### config.mk
export PLATFORM = sky130hd
export DESIGN_NAME = bbbd_front
export DESIGN_NICKNAME = d
export VERILOG_FILES = /design/src/sv/bbbd_pkg.sv /design/src/sv/bbbd_front.sv
export SDC_FILE = /design/constraint.sdc
export NUM_CORES = 1
export LEC_CHECK = 0
export ABC_CLOCK_PERIOD_IN_PS = 6900
export BUFFER_PORTS_ARGS = -buffer_cell sky130_fd_sc_hd__buf_2
export CAP_MARGIN = 20
export CORE_ASPECT_RATIO = 2
export CORE_MARGIN = 1
export CORE_UTILIZATION = 55
export DETAILED_ROUTE_END_ITERATION = 7
export PLACE_DENSITY = 0.72
export SLEW_MARGIN = 20
export SYNTH_ARGS = -nofsm -noshare
export SYNTH_HDL_FRONTEND = slang
export SYNTH_SLANG_ARGS = --single-unit
### constraint.sdc
create_clock -name clk_i -period 6.9 [get_ports clk_i]
set_input_delay 0.345 -clock clk_i [delete_from_list [all_inputs] [get_ports clk_i]]
set_output_delay 0.345 -clock clk_i [all_outputs]
set_load 0.1 [all_outputs]
### src/sv/bbbd_pkg.sv
// ----------------------------------------------------------------------------
// bbbd_pkg
// Shared types, constants and pixel conversion helpers of the blob detector.
// ----------------------------------------------------------------------------
package bbbd_pkg;

  localparam int unsigned DEF_MAX_WIDTH  = 64;
  localparam int unsigned DEF_MAX_HEIGHT = 64;

  localparam logic [6:0] WIDTH_RESET  = 7'd40;
  localparam logic [6:0] HEIGHT_RESET = 7'd30;

  localparam int unsigned QUEUE_DEPTH = 4;

  // register indexes on the configuration port
  localparam logic REG_WIDTH  = 1'b0;
  localparam logic REG_HEIGHT = 1'b1;

  localparam logic [8:0] THR_OFFSET = 9'd24;
  localparam int unsigned MIN_SIDE  = 3;
  localparam int unsigned MIN_SHARE = 25;

  typedef struct packed {
    logic       last;
    logic [7:0] luma;
  } q_item_t;

  typedef struct packed {
    logic       found;
    logic [7:0] confidence;
    logic [7:0] box_x;
    logic [7:0] box_y;
    logic [7:0] box_w;
    logic [7:0] box_h;
  } res_t;

  // v*255/31 by reciprocal multiply, exact for every 5-bit v
  function automatic logic [7:0] expand5(input logic [4:0] v);
    logic [12:0] n;
    logic [26:0] p;
    n = {v, 8'd0} - {8'd0, v};
    p = 27'(n) * 27'd8457;
    return p[25:18];
  endfunction

  // v*255/63 by reciprocal multiply, exact for every 6-bit v
  function automatic logic [7:0] expand6(input logic [5:0] v);
    logic [13:0] n;
    logic [28:0] p;
    n = {v, 8'd0} - {8'd0, v};
    p = 29'(n) * 29'd16645;
    return p[27:20];
  endfunction

endpackage

### src/sv/bbbd_front.sv
// ----------------------------------------------------------------------------
// bbbd_front
// Pixel intake: widen RGB565 channels, weigh them into luma, push to queue.
// ----------------------------------------------------------------------------
module bbbd_front
  import bbbd_pkg::*;
(
  input  logic        clk_i,
  input  logic        rst_ni,
  input  logic        pixel_valid_i,
  output logic        pixel_ready_o,
  input  logic [15:0] pixel_rgb565_i,
  input  logic        frame_end_i,
  output logic        push_o,
  output q_item_t     push_item_o,
  input  logic        q_ready_i
);

  logic       s1_v_q, s2_v_q;
  logic [7:0] r8_q, g8_q, b8_q;
  logic       s1_last_q;
  q_item_t    s2_item_q;
  logic       en;
  logic [15:0] wsum;

  assign en            = !s2_v_q || q_ready_i;
  assign pixel_ready_o = en;
  assign push_o        = s2_v_q;
  assign push_item_o   = s2_item_q;

  assign wsum = 16'(r8_q) * 16'd77 + 16'(g8_q) * 16'd150 + 16'(b8_q) * 16'd29;

  always_ff @(posedge clk_i or negedge rst_ni) begin
    if (!rst_ni) begin
      s1_v_q <= 1'b0;
      s2_v_q <= 1'b0;
    end else if (en) begin
      s1_v_q <= pixel_valid_i;
      s2_v_q <= s1_v_q;
    end
  end

  always_ff @(posedge clk_i) begin
    if (en) begin
      r8_q           <= expand5(pixel_rgb565_i[15:11]);
      g8_q           <= expand6(pixel_rgb565_i[10:5]);
      b8_q           <= expand5(pixel_rgb565_i[4:0]);
      s1_last_q      <= frame_end_i;
      s2_item_q.luma <= wsum[15:8];
      s2_item_q.last <= s1_last_q;
    end
  end

endmodule

==> impl_metrics.toml <==
[logic_synthesis]
synth_area_leaders = "ha_1 (39%), fa_1 (18%), edfxtp_1 (12%)"
synth_cells = 886
synth_ff_type = "edfxtp_1"
synth_top_cell_by_area = "ha_1"
synth_warnings = 0
synth_top_area_share_pct = 39.44
syn_area_um2 = 8818
mappedNetlistNets = 1265
synth-async-reset-ratio_pct = 5.556
synth_cell_type_count = 59
syn_avg_cell_area_um2 = 9.953
seq_area_frac_synth_pct = 12.15
synth_edf_count = 34
synth-seq-cells = 36

[placement]
dp_hpwl_um = 15750
gp_congestion = 0.8091
port_buffers = 31

[sta]
skew_ns = 0.006388
min_period_ns = 6.503
drv_slew = 0
finalSetupViolations = 0
tightest_slew_ns = 0.7446
rsz0062_at_grt = "no"
tns_ns = 0
max_freq_mhz = 153.8
relSlewSlack_pct = 49.71
hold_violations = 0
fin_crit_sh_pct = 94.25

[floorplan]
die_area_um2 = 16570
start_util_pct = 56.18
io-pin-count = 32
die_w_um = 91.54
die_h_um = 181.1
core-area_um2 = 15700
rows = 65

[global_route]
grt.total_usage_pct = 22.80
grt_pass1_vias = 6919
met2_usage_pct = 48.90
grt_busiest_layer = "met2"
antenna_found_initial = 0
grt_max_degree = 38
overflow = 0
met3_usage_pct = 1.178
grt.met1_usage_pct = 19.39
grt_pass1_wl_um = 29860

[critical_path]
worstSetupPathType = "flop to flop"
crit_path_max_incr_delay_ns = 0.55
worstPathRequired_ns = 6.94
arrival_ns = 6.54
worstReg2RegStart = "g8_q[4]"
path_cells = "ha_1 > ha_1 > inv_1 > fa_1 > inv_1 > fa_1 > ha_1 > xnor2_1 > fa_1 > fa_1 > inv_1 > fa_1 > fa_1 > inv_1 > ha_1 > and2_1 > a31oi_1 > o211ai_1 > a21oi_1 > o21bai_1 > xnor2_1"
critPathSlowestCell = "fa_1"
reg2reg_depth = 21
worst_setup_path_end_kind = "flop"
reg2reg_to = "push_item_o[7]"
r2r_slack_ns = 0.40
crit_path_start_kind = "flop"
worst_path_most_repeated_cell = "fa_1"
path_max_fanout = 4

[clock_tree]
ctsHoldBuffers = 1
cts_buffer_depth = 2
cts_setup_buffers = 0
clock_latency_ns = 0.29
cts_sinks = 36
numCtsBuffers = 5
clkTransAtPathRegs_ns = 0.06
cts_tree = "done"
post_cts_resized = 0
root_buffer = "clkbuf_16"
htree_levels = 2

[cells_and_area]
antennaDiodeCount = 0
drive_gt1_share_pct = 5.844
layout_commonest_cell = "ha_1"
nNetsFinal = 1302
area_growth_pct = 6.314
layout_common_cells = "ha_1 (278), inv_1 (172), fa_1 (80)"

[outcome]
status = "finished, final reports clean"

[route]
viasPerCell = 5.605
drc = 0
drt_first_iter_violations = 118
drtPass1Iterations = 4
ant_nets = 0
vias = 6306
wl_um = 17340
detail_route.wl_per_cell_um = 15.42

[worst_hold_path]
holdPathStages = 1
min_path_type = "input pin to flop"
min-delay-start = "frame_end_i"
min_to = "s1_last_q"

[run]
drv_cap = 0
[synth_stat cells (3+ instances only)]
library cell and instances:
ha_1 278, inv_1 172, fa_1 80, nor2_1 36, edfxtp_1 34, xnor2_1 34
a21oi_1 33, nand2_1 31, a21o_1 20, o21ai_0 15, xor2_1 15, nand3_1 13
o21ai_1 13, nand2b_1 9, a211oi_1 7, and2_1 7, o21bai_1 7, nor3_1 6
o21a_1 5, a31oi_1 4, and3_1 4, a221oi_1 3, clkbuf_1 3, mux2_2 3
mux2i_1 3, nand4_1 3, or2_2 3, or3_1 3
[kinds of logic (layout without fill, tap and decap cells)]
kind of cell             Yosys count  count (layout)  share of synthesized area (%)
adder cells (fa/ha/maj)          358             358                          57.61
buffers and inverters            177             215                          7.548
AO/OA/AOI/OAI                    134             134                          10.12
AND/OR/NAND/NOR                  126             126                          6.995
XOR/XNOR                          49              49                          4.867
flip-flops                        36              36                          12.15
multiplexers                       6               6                         0.7236
[worst max-delay path, delay by kind of cell, from the launching register on]
family / cells / cell delay, ns
simple gates: 1 / 0.17
fa+ha+maj: 10 / 4.27
flops: 1 / 0.45
xor+xnor: 2 / 0.36
compound gates: 4 / 0.80
buf+inv: 4 / 0.19
[state kept, by name (all words and copies together), names as in the netlist]
name         flops
s1_v_q           1
r8_q             8
push_o           1
g8_q             8
push_item_o      9
b8_q             8
s1_last_q        1
[stage by stage]
| step | instances | hold WS [ns] | utilization, % | cell area, um2 | setup slack [ns] |
|---|---|---|---|---|---|
| 2_1_floorplan | 886 | 0.04941 | - | 8818 | 0.7374 |
| 3_3_place_gp | 1116 | 0.1308 | 58.78 | 9226 | 0.5286 |
| 3_5_place_dp | 1116 | 0.1341 | 58.78 | 9226 | 0.3888 |
| 4_1_cts | 1125 | 0.2412 | 59.73 | 9375 | 0.3727 |
| 5_1_grt | 1125 | 0.2437 | 59.73 | 9375 | 0.03994 |
| 6_report | 1125 | 0.2428 | 59.73 | 9375 | 0.3965 |
[final cells by class]
cell class                      count  area, um2
Tap cell                          201      251.5
Timing Repair Buffer               34      180.2
Multi-Input combinational cell    673       7084
Inverter                          173      649.4
Clock buffer                        5      125.1
Sequential cell                    36       1071
Clock inverter                      3      13.76
Fill cell                        1397       6321
[per-layer routing]
| metal | routed length, um | part of all wire [%] | vias to the layer above |
|---|---|---|---|
| li1 | - | - | 3130 |
| met1 | 5534 | 32 | 3045 |
| met2 | 10690 | 62 | 77 |
| met3 | 205 | 1.2 | 54 |
| met4 | 916 | 5.3 | 0 |
| met5 | 0 | 0 | - |
[worst max path at each step]
stage	from	endpoint	slack, ns
final	g8_q[4]	push_item_o[7]	0.40
after global routing	g8_q[4]	push_item_o[7]	0.04
after floorplan	g8_q[4]	push_item_o[7]	0.74
after detailed placement	g8_q[4]	push_item_o[7]	0.39
after global placement	g8_q[4]	push_item_o[7]	0.53
after CTS	g8_q[4]	push_item_o[7]	0.37
Power is not shown: default switching activity piles up to over one toggle a cycle in this logic, so the estimate is an artifact.
