## config.mk

```make
export PLATFORM = sky130hd
export DESIGN_NAME = bbbd_fifo
export DESIGN_NICKNAME = d
export VERILOG_FILES = /design/src/sv/bbbd_pkg.sv /design/src/sv/bbbd_fifo.sv
export SDC_FILE = /design/constraint.sdc
export NUM_CORES = 1
export LEC_CHECK = 0
export BUFFER_PORTS_ARGS = -buffer_cell sky130_fd_sc_hd__buf_2
export CAP_MARGIN = 20
export CORE_MARGIN = 4
export CORE_UTILIZATION = 40
export CTS_BUF_LIST = sky130_fd_sc_hd__clkbuf_8
export DETAILED_ROUTE_END_ITERATION = 8
export PLACE_DENSITY = 0.57
export SLEW_MARGIN = 40
export SYNTH_ARGS = -nofsm -noshare
export SYNTH_HDL_FRONTEND = slang
export SYNTH_SLANG_ARGS = --single-unit
```

## constraint.sdc

```tcl
create_clock -name clk_i -period 4.4 [get_ports clk_i]
set_clock_uncertainty 0.2 [all_clocks]
set_input_delay 0.44 -clock clk_i [delete_from_list [all_inputs] [get_ports clk_i]]
set_output_delay 0.44 -clock clk_i [all_outputs]
set_load 0.01 [all_outputs]
```

## src/sv/bbbd_pkg.sv

```systemverilog
// ----------------------------------------------------------------------------
// bbbd_pkg
// Shared types, constants and pixel conversion helpers of the blob detector.
// ----------------------------------------------------------------------------
package bbbd_pkg;

  localparam int unsigned DEF_MAX_WIDTH  = 64;
  localparam int unsigned DEF_MAX_HEIGHT = 64;

  localparam logic [6:0] WIDTH_RESET  = 7'd40;
  localparam logic [6:0] HEIGHT_RESET = 7'd30;

  localparam int unsigned QUEUE_DEPTH = 4;

  // register indexes on the configuration port
  localparam logic REG_WIDTH  = 1'b0;
  localparam logic REG_HEIGHT = 1'b1;

  localparam logic [8:0] THR_OFFSET = 9'd24;
  localparam int unsigned MIN_SIDE  = 3;
  localparam int unsigned MIN_SHARE = 25;

  typedef struct packed {
    logic       last;
    logic [7:0] luma;
  } q_item_t;

  typedef struct packed {
    logic       found;
    logic [7:0] confidence;
    logic [7:0] box_x;
    logic [7:0] box_y;
    logic [7:0] box_w;
    logic [7:0] box_h;
  } res_t;

  // v*255/31 by reciprocal multiply, exact for every 5-bit v
  function automatic logic [7:0] expand5(input logic [4:0] v);
    logic [12:0] n;
    logic [26:0] p;
    n = {v, 8'd0} - {8'd0, v};
    p = 27'(n) * 27'd8457;
    return p[25:18];
  endfunction

  // v*255/63 by reciprocal multiply, exact for every 6-bit v
  function automatic logic [7:0] expand6(input logic [5:0] v);
    logic [13:0] n;
    logic [28:0] p;
    n = {v, 8'd0} - {8'd0, v};
    p = 29'(n) * 29'd16645;
    return p[27:20];
  endfunction

endpackage

```

## src/sv/bbbd_fifo.sv

```systemverilog
// ----------------------------------------------------------------------------
// bbbd_fifo
// Short queue of luma items between intake and frame evaluation.
// ----------------------------------------------------------------------------
module bbbd_fifo
  import bbbd_pkg::*;
(
  input  logic    clk_i,
  input  logic    rst_ni,
  input  logic    push_i,
  input  q_item_t data_i,
  output logic    ready_o,
  output logic    valid_o,
  output q_item_t data_o,
  input  logic    pop_i
);

  localparam int unsigned PW = $clog2(QUEUE_DEPTH);
  localparam int unsigned NW = $clog2(QUEUE_DEPTH + 1);

  q_item_t         slots_q [QUEUE_DEPTH];
  logic [PW-1:0]   wr_q, rd_q;
  logic [NW-1:0]   num_q;
  logic            do_push, do_pop;

  assign ready_o = num_q != NW'(QUEUE_DEPTH);
  assign valid_o = num_q != '0;
  assign data_o  = slots_q[rd_q];
  assign do_push = push_i && ready_o;
  assign do_pop  = pop_i && valid_o;

  always_ff @(posedge clk_i or negedge rst_ni) begin
    if (!rst_ni) begin
      wr_q  <= '0;
      rd_q  <= '0;
      num_q <= '0;
    end else begin
      if (do_push) wr_q <= (wr_q == PW'(QUEUE_DEPTH - 1)) ? '0 : wr_q + 1'b1;
      if (do_pop)  rd_q <= (rd_q == PW'(QUEUE_DEPTH - 1)) ? '0 : rd_q + 1'b1;
      if (do_push && !do_pop)      num_q <= num_q + 1'b1;
      else if (do_pop && !do_push) num_q <= num_q - 1'b1;
    end
  end

  always_ff @(posedge clk_i) begin
    if (do_push) slots_q[wr_q] <= data_i;
  end

endmodule

```

==> results of run 1 <==
-- critical path, stage by stage (launching register included) --
cell and delay, ns:
dfrtp_1 0.77, mux4_2 0.59, buf_2 0.16
-- final timing paths --
kind / depth (start not counted) / endpoint / from
worst max-delay path: 2 / data_o[6] / rd_q[0]
worst min-delay path: 1 / slots_q[0][5] / data_i[5]
worst max register to register: 8 / num_q[2] / num_q[0]
worst min register to register: 1 / num_q[2] / num_q[2]
max in group asynchronous: 2 / wr_q[1] / rst_ni
min in group asynchronous: 2 / num_q[0] / rst_ni
-- cell families (layout without fill, tap and decap cells) --
group,count (synthesis),in the layout,synth area share [%]
compound gates,1,1,0.6451
xor+xnor,3,3,1.506
fa+ha+maj,7,7,5.448
buf+inv,5,35,1.362
flops,43,43,71.97
mux,14,14,15.27
simple gates,11,11,3.799
-- power by group through the flow --
stage | Clock [mW] | Combinational, mW | Sequential (mW)
after global placement | 0 | 0.393 | 0.649
after CTS | 0.356 | 0.408 | 0.648
after global routing | 0.373 | 0.443 | 0.662
after detailed placement | 0 | 0.407 | 0.657
final | 0.348 | 0.398 | 0.643
after floorplan | 0 | 0.333 | 0.597
-- layout make-up --
cell class,instances,share of cell area (%)
clock buffers,5,3.352
repair buffers,24,6.094
multi-input cells,36,22.67
inverters,3,0.5484
flip-flops and latches,43,61.18
well taps,50,3.047
clock inverters,3,3.108
-- what timing repair did --
action	CTS	global route
hold buffers	1	0
setup endpoints to repair	0	0
hold endpoints to repair	7	0
-- state kept, by name, indices dropped and copies added (netlist names) --
signal / flops
num_q: 3
rd_q: 2
slots_q: 36
wr_q: 2
-- routing by layer --
layer / vias to the layer above / wire length, um
met5: - / 0
met4: 0 / 19
met3: 2 / 154
met2: 16 / 1528
met1: 412 / 1037
li1: 381 / -
-- cells in the final DEF, fill, tap and decap left out --
cell           count
buf_2             23
xnor2_1            1
ha_1               6
a21boi_2           1
and2_1             4
dfrtp_1            7
mux2_2             3
mux2_4             2
clkbuf_8           5
dlygate4sd3_1      1
bufinv_16          2
inv_1              4
nand2_1            1
or3_4              1
mux4_2             9
nand2_4            1
fa_1               1
nor2_1             4
edfxtp_1          36
xor2_1             2
==> impl_metrics.json, run 1 <==
{
  "status": "completed",
  "synth_most_common_cell": "edfxtp_1",
  "min_period_over_period_pct": 55.66,
  "vias": 811,
  "grtUsageMet3_pct": 2.973,
  "critPathKind": "register to output pin",
  "hp-class": "input pin to register",
  "avgSynthCellArea_um2": 20.78,
  "sw_frac_of_total_pct": 28.33,
  "synth_commonest_cells": "edfxtp_1 (36), mux4_2 (9), dfrtp_1 (7), ha_1 (6)",
  "clkTransAtPathRegs_ns": 0.08,
  "drtIter0Drc": 61,
  "cp.arrival_ns": 1.81,
  "clockBufferDepth": 2,
  "coreArea_um2": 4115,
  "fin_ws_ns": 1.951,
  "wl_mm": 2.738,
  "seqCellArea_um2": 1256,
  "rsz0062_at_grt": "false",
  "synth_nets": 104,
  "hold_viol": 0,
  "drt_pre_antenna_iters": 4,
  "postCtsSetupBuffers": 0,
  "grt_pass1_wl_mm": 4.450,
  "viasPerCell": 4.945,
  "setup_viol": 0,
  "clockRootBuffer": "clkbuf_8",
  "fill_cells": 354,
  "synth_flop_cell": "edfxtp_1",
  "htree_levels": 2,
  "met1_usage_pct": 12.57,
  "netlist.area_leader.share_pct": 61.94,
  "final_cell_count_no_fill": 164,
  "ys_types": 18,
  "numCtsBuffers": 5,
  "die_w_um": 74.06,
  "synth_seq_cells": 43,
  "post_cts_resized": 0,
  "startpoint_type": "register",
  "cellPowerDensity_nw_per_um2": 676.2,
  "cp-end-kind": "output pin",
  "seq_area_frac_synth_pct": 71.97,
  "cts_tree": "done",
  "dieArea_um2": 5484,
  "clock_power_share_pct": 25.1,
  "clock.fmax_ghz": 0.4084,
  "top_usage_layer": "met2",
  "antenna_cells": 0,
  "ir_worst_vdd_mv": 0.2891,
  "p_leak_nw": 0.7695,
  "rows": 23,
  "initial_core_util_pct": 42.41,
  "drc": 0,
  "fin_crit_ns": 2.449,
  "multi_input_area_um2": 465.4,
  "drive_above_1_share_pct": 41.23,
  "antenna_found_initial": 0,
  "async_flop_share_pct": 16.28,
  "hold_ws_ns": 0.1667,
  "ioPinCount": 24,
  "final_antenna_net_count": 0,
  "tns_ns": 0,
  "portBuffers": 23,
  "path_max_fanout": 12,
  "syn_inst": 84,
  "syn_area_um2": 1745,
  "p_comb_share_pct": 28.7,
  "dpl.hpwl_mm": 1.953,
  "clkSinkCount": 43,
  "synth-edff-count": 36,
  "grt.total_usage_pct": 11.43,
  "synth.area.top_cells": "edfxtp_1 (62%), mux4_2 (12%), dfrtp_1 (10%), ha_1 (4.3%), mux2_2 (1.9%)",
  "fin_nets": 133,
  "utilization_pct": 49.89,
  "synth.largest_area_cell": "edfxtp_1",
  "wl_per_cell_um": 16.70,
  "intPower_mw": 0.9951,
  "dp_slack_ns": 2.155,
  "ys_warn_count": 0,
  "dp.cells": 155,
  "total_power_mw": 1.388,
  "syn2layout_area_growth_pct": 17.63,
  "grt.met2_usage_pct": 20.47,
  "worst_pin_slew_ns": 0.6622,
  "insertion_delay_ns": 0.28,
  "p_sw_mw": 0.3933,
  "grt_overflow": 0,
  "relSlewSlack_pct": 55.85,
  "gp_congestion": 0.7218,
  "worstPathRequired_ns": 3.76,
  "first_global_vias": 952,
  "die_h_um": 74.06,
  "rrSetupSlack_ns": 2.13,
  "grt_start_max_net_pins": 14,
  "seqPwrFrac_pct": 46.3,
  "drv_slew": 0,
  "cap_violations": 0,
  "place_area_um2": 1911,
  "finalInstanceArea_um2": 2053
}
No activity file was read; power rests on OpenSTA's default activity.
==> run 2, diff against run 1 <==
- PLACE_DENSITY: 0.57 -> 0.59
- clock period: 4.4 -> 2.25 ns (I/O delays scaled with it)
==> run 2 against run 1 <==
  * First-iteration DRC count shrank 52%
  * Largest power group unchanged
  * Clock-buffer cell count is the same
  * Design area grew 4.6%
  * Sequential share of layout area shrank 2.6 points
  * Critical path depth grew 6
  * Global-route usage is essentially flat
  * Non-clock buffer count grew 16
  * Power grew 85%
  * Combinational power grew 120%
  * Register-to-register slack lost 2.1 ns
  * Hold slack lost 0.075 ns
==> impl_metrics.json, run 2 (same netlist as run 1, synthesis figures left out) <==
{
  "clockRootBuffer": "clkbuf_8",
  "critPathLaunch": "num_q[2]",
  "die_h_um": 74.06,
  "path_max_fanout": 3,
  "final_cell_count_no_fill": 180,
  "ir_worst_vdd_mv": 0.5328,
  "antenna_cells": 0,
  "cts_tree": "done",
  "drive_above_1_share_pct": 41.54,
  "wl_mm": 2.756,
  "reg2reg_from": "num_q[2]",
  "clkTransAtPathRegs_ns": 0.07,
  "numCtsBuffers": 5,
  "cellPowerDensity_nw_per_um2": 1197,
  "gp_congestion": 0.8199,
  "drc": 0,
  "min_period_over_period_pct": 97.13,
  "grt_start_max_net_pins": 13,
  "rrSetupSlack_ns": 0.06,
  "grt.met2_usage_pct": 19.29,
  "dpl.hpwl_mm": 1.944,
  "drv_slew": 0,
  "cap_violations": 0,
  "layout_commonest_cell": "edfxtp_1",
  "hold_ws_ns": 0.09145,
  "total_power_mw": 2.570,
  "dp.cells": 161,
  "htree_levels": 2,
  "dp_slack_ns": 0.07242,
  "wl_per_cell_um": 15.31,
  "startpoint_type": "register",
  "fin_ws_ns": 0.06458,
  "initial_core_util_pct": 42.41,
  "tns_ns": 0,
  "rows": 23,
  "viasPerCell": 4.778,
  "fin_nets": 149,
  "top_usage_layer": "met2",
  "fin_crit_ns": 2.185,
  "portBuffers": 23,
  "clockBufferDepth": 2,
  "relSlewSlack_pct": 67.66,
  "cp-end-kind": "register",
  "clock.fmax_ghz": 0.4576,
  "worstPathRequired_ns": 2.27,
  "rr_worst_depth": 8,
  "setup_viol": 0,
  "first_global_vias": 890,
  "grt_overflow": 0,
  "grtUsageMet3_pct": 4.595,
  "drt_pre_antenna_iters": 4,
  "met1_usage_pct": 12.70,
  "syn2layout_area_growth_pct": 23.01,
  "p_leak_nw": 0.8142,
  "dieArea_um2": 5484,
  "final_antenna_net_count": 0,
  "layout_common_cells": "edfxtp_1 (36), buf_2 (23), dlygate4sd3_1 (10)",
  "critPathKind": "register to register",
  "hp-class": "input pin to asynchronous set/reset pin",
  "coreArea_um2": 4115,
  "vias": 860,
  "grt_pass1_wl_mm": 4.333,
  "top_regs": "slots_q (36), num_q (3)",
  "status": "completed",
  "clkSinkCount": 43,
  "ioPinCount": 24,
  "grt.total_usage_pct": 11.38,
  "regMostFlops": "slots_q",
  "rsz0062_at_grt": "false",
  "fill_cells": 341,
  "largest_reg_flops": 36,
  "rr_endpoint": "num_q[2]",
  "cp.arrival_ns": 2.20,
  "antenna_found_initial": 0,
  "die_w_um": 74.06,
  "drtIter0Drc": 29,
  "worst_pin_slew_ns": 0.4851,
  "hold_viol": 0,
  "insertion_delay_ns": 0.29
}
-- run 2: cell count changes in the layout (fill, tap and decap cells not counted), sizes merged --
cell         previous run  this run
buf                    23        30
bufinv                  2         0
dlygate4sd3             1        10
clkinv                  0         2
-- run 2: how the worst max path moves through the flow --
stage / depth (start not counted) / to
floorplan: 8 / num_q[2]
global placement: 8 / num_q[2]
detailed placement: 8 / num_q[2]
CTS: 8 / num_q[2]
global route: 8 / num_q[2]
finish: 8 / num_q[2]
-- run 2: per-stage QoR --
stage / utilization (%) / area (um^2)
5_1_grt: 52.17 / 2147
3_3_place_gp: 47.52 / 1956
4_1_cts: 51.93 / 2137
2_1_floorplan: - / 1745
6_report: 52.17 / 2147
3_5_place_dp: 47.52 / 1956
-- run 2: power breakdown --
group / leakage [nW] / internal, mW / switching (mW) / total [mW]
clock: 0.0444 / 0.207 / 0.235 / 0.442
combinational: 0.359 / 0.511 / 0.384 / 0.894
sequential: 0.411 / 1.08 / 0.157 / 1.23
-- run 2: layout make-up --
| type | count | area [um^2] | share of cell area [%] |
|---|---|---|---|
| Sequential cell | 43 | 1257 | 58.57 |
| Multi-Input combinational cell | 36 | 467.9 | 21.79 |
| Timing Repair Buffer | 40 | 267.8 | 12.47 |
| Clock buffer | 5 | 68.82 | 3.205 |
| Tap cell | 50 | 62.56 | 2.914 |
| Clock inverter | 3 | 11.26 | 0.5245 |
| Inverter | 3 | 11.26 | 0.5245 |
-- run 2: metal layers --
layer | routed length [um] | vias up
li1 | - | 416
met3 | 151 | 6
met2 | 1388 | 20
met5 | 0 | -
met4 | 38 | 0
met1 | 1178 | 418
-- run 2: critical path, stage by stage (launching register included) --
cell	delay, ns
dfrtp_1	0.39
or3_4	0.40
nand2_4	0.10
ha_2	0.19
inv_1	0.05
fa_1	0.37
xor2_1	0.15
nor2_1	0.12
xor2_1	0.15
-- run 2: repair_timing --
action,CTS,global route
hold buffers,10,0
setup buffers,0,1
gates resized for setup,1,1
setup endpoints to repair,4,1
endpoints found under the hold margin,43,0
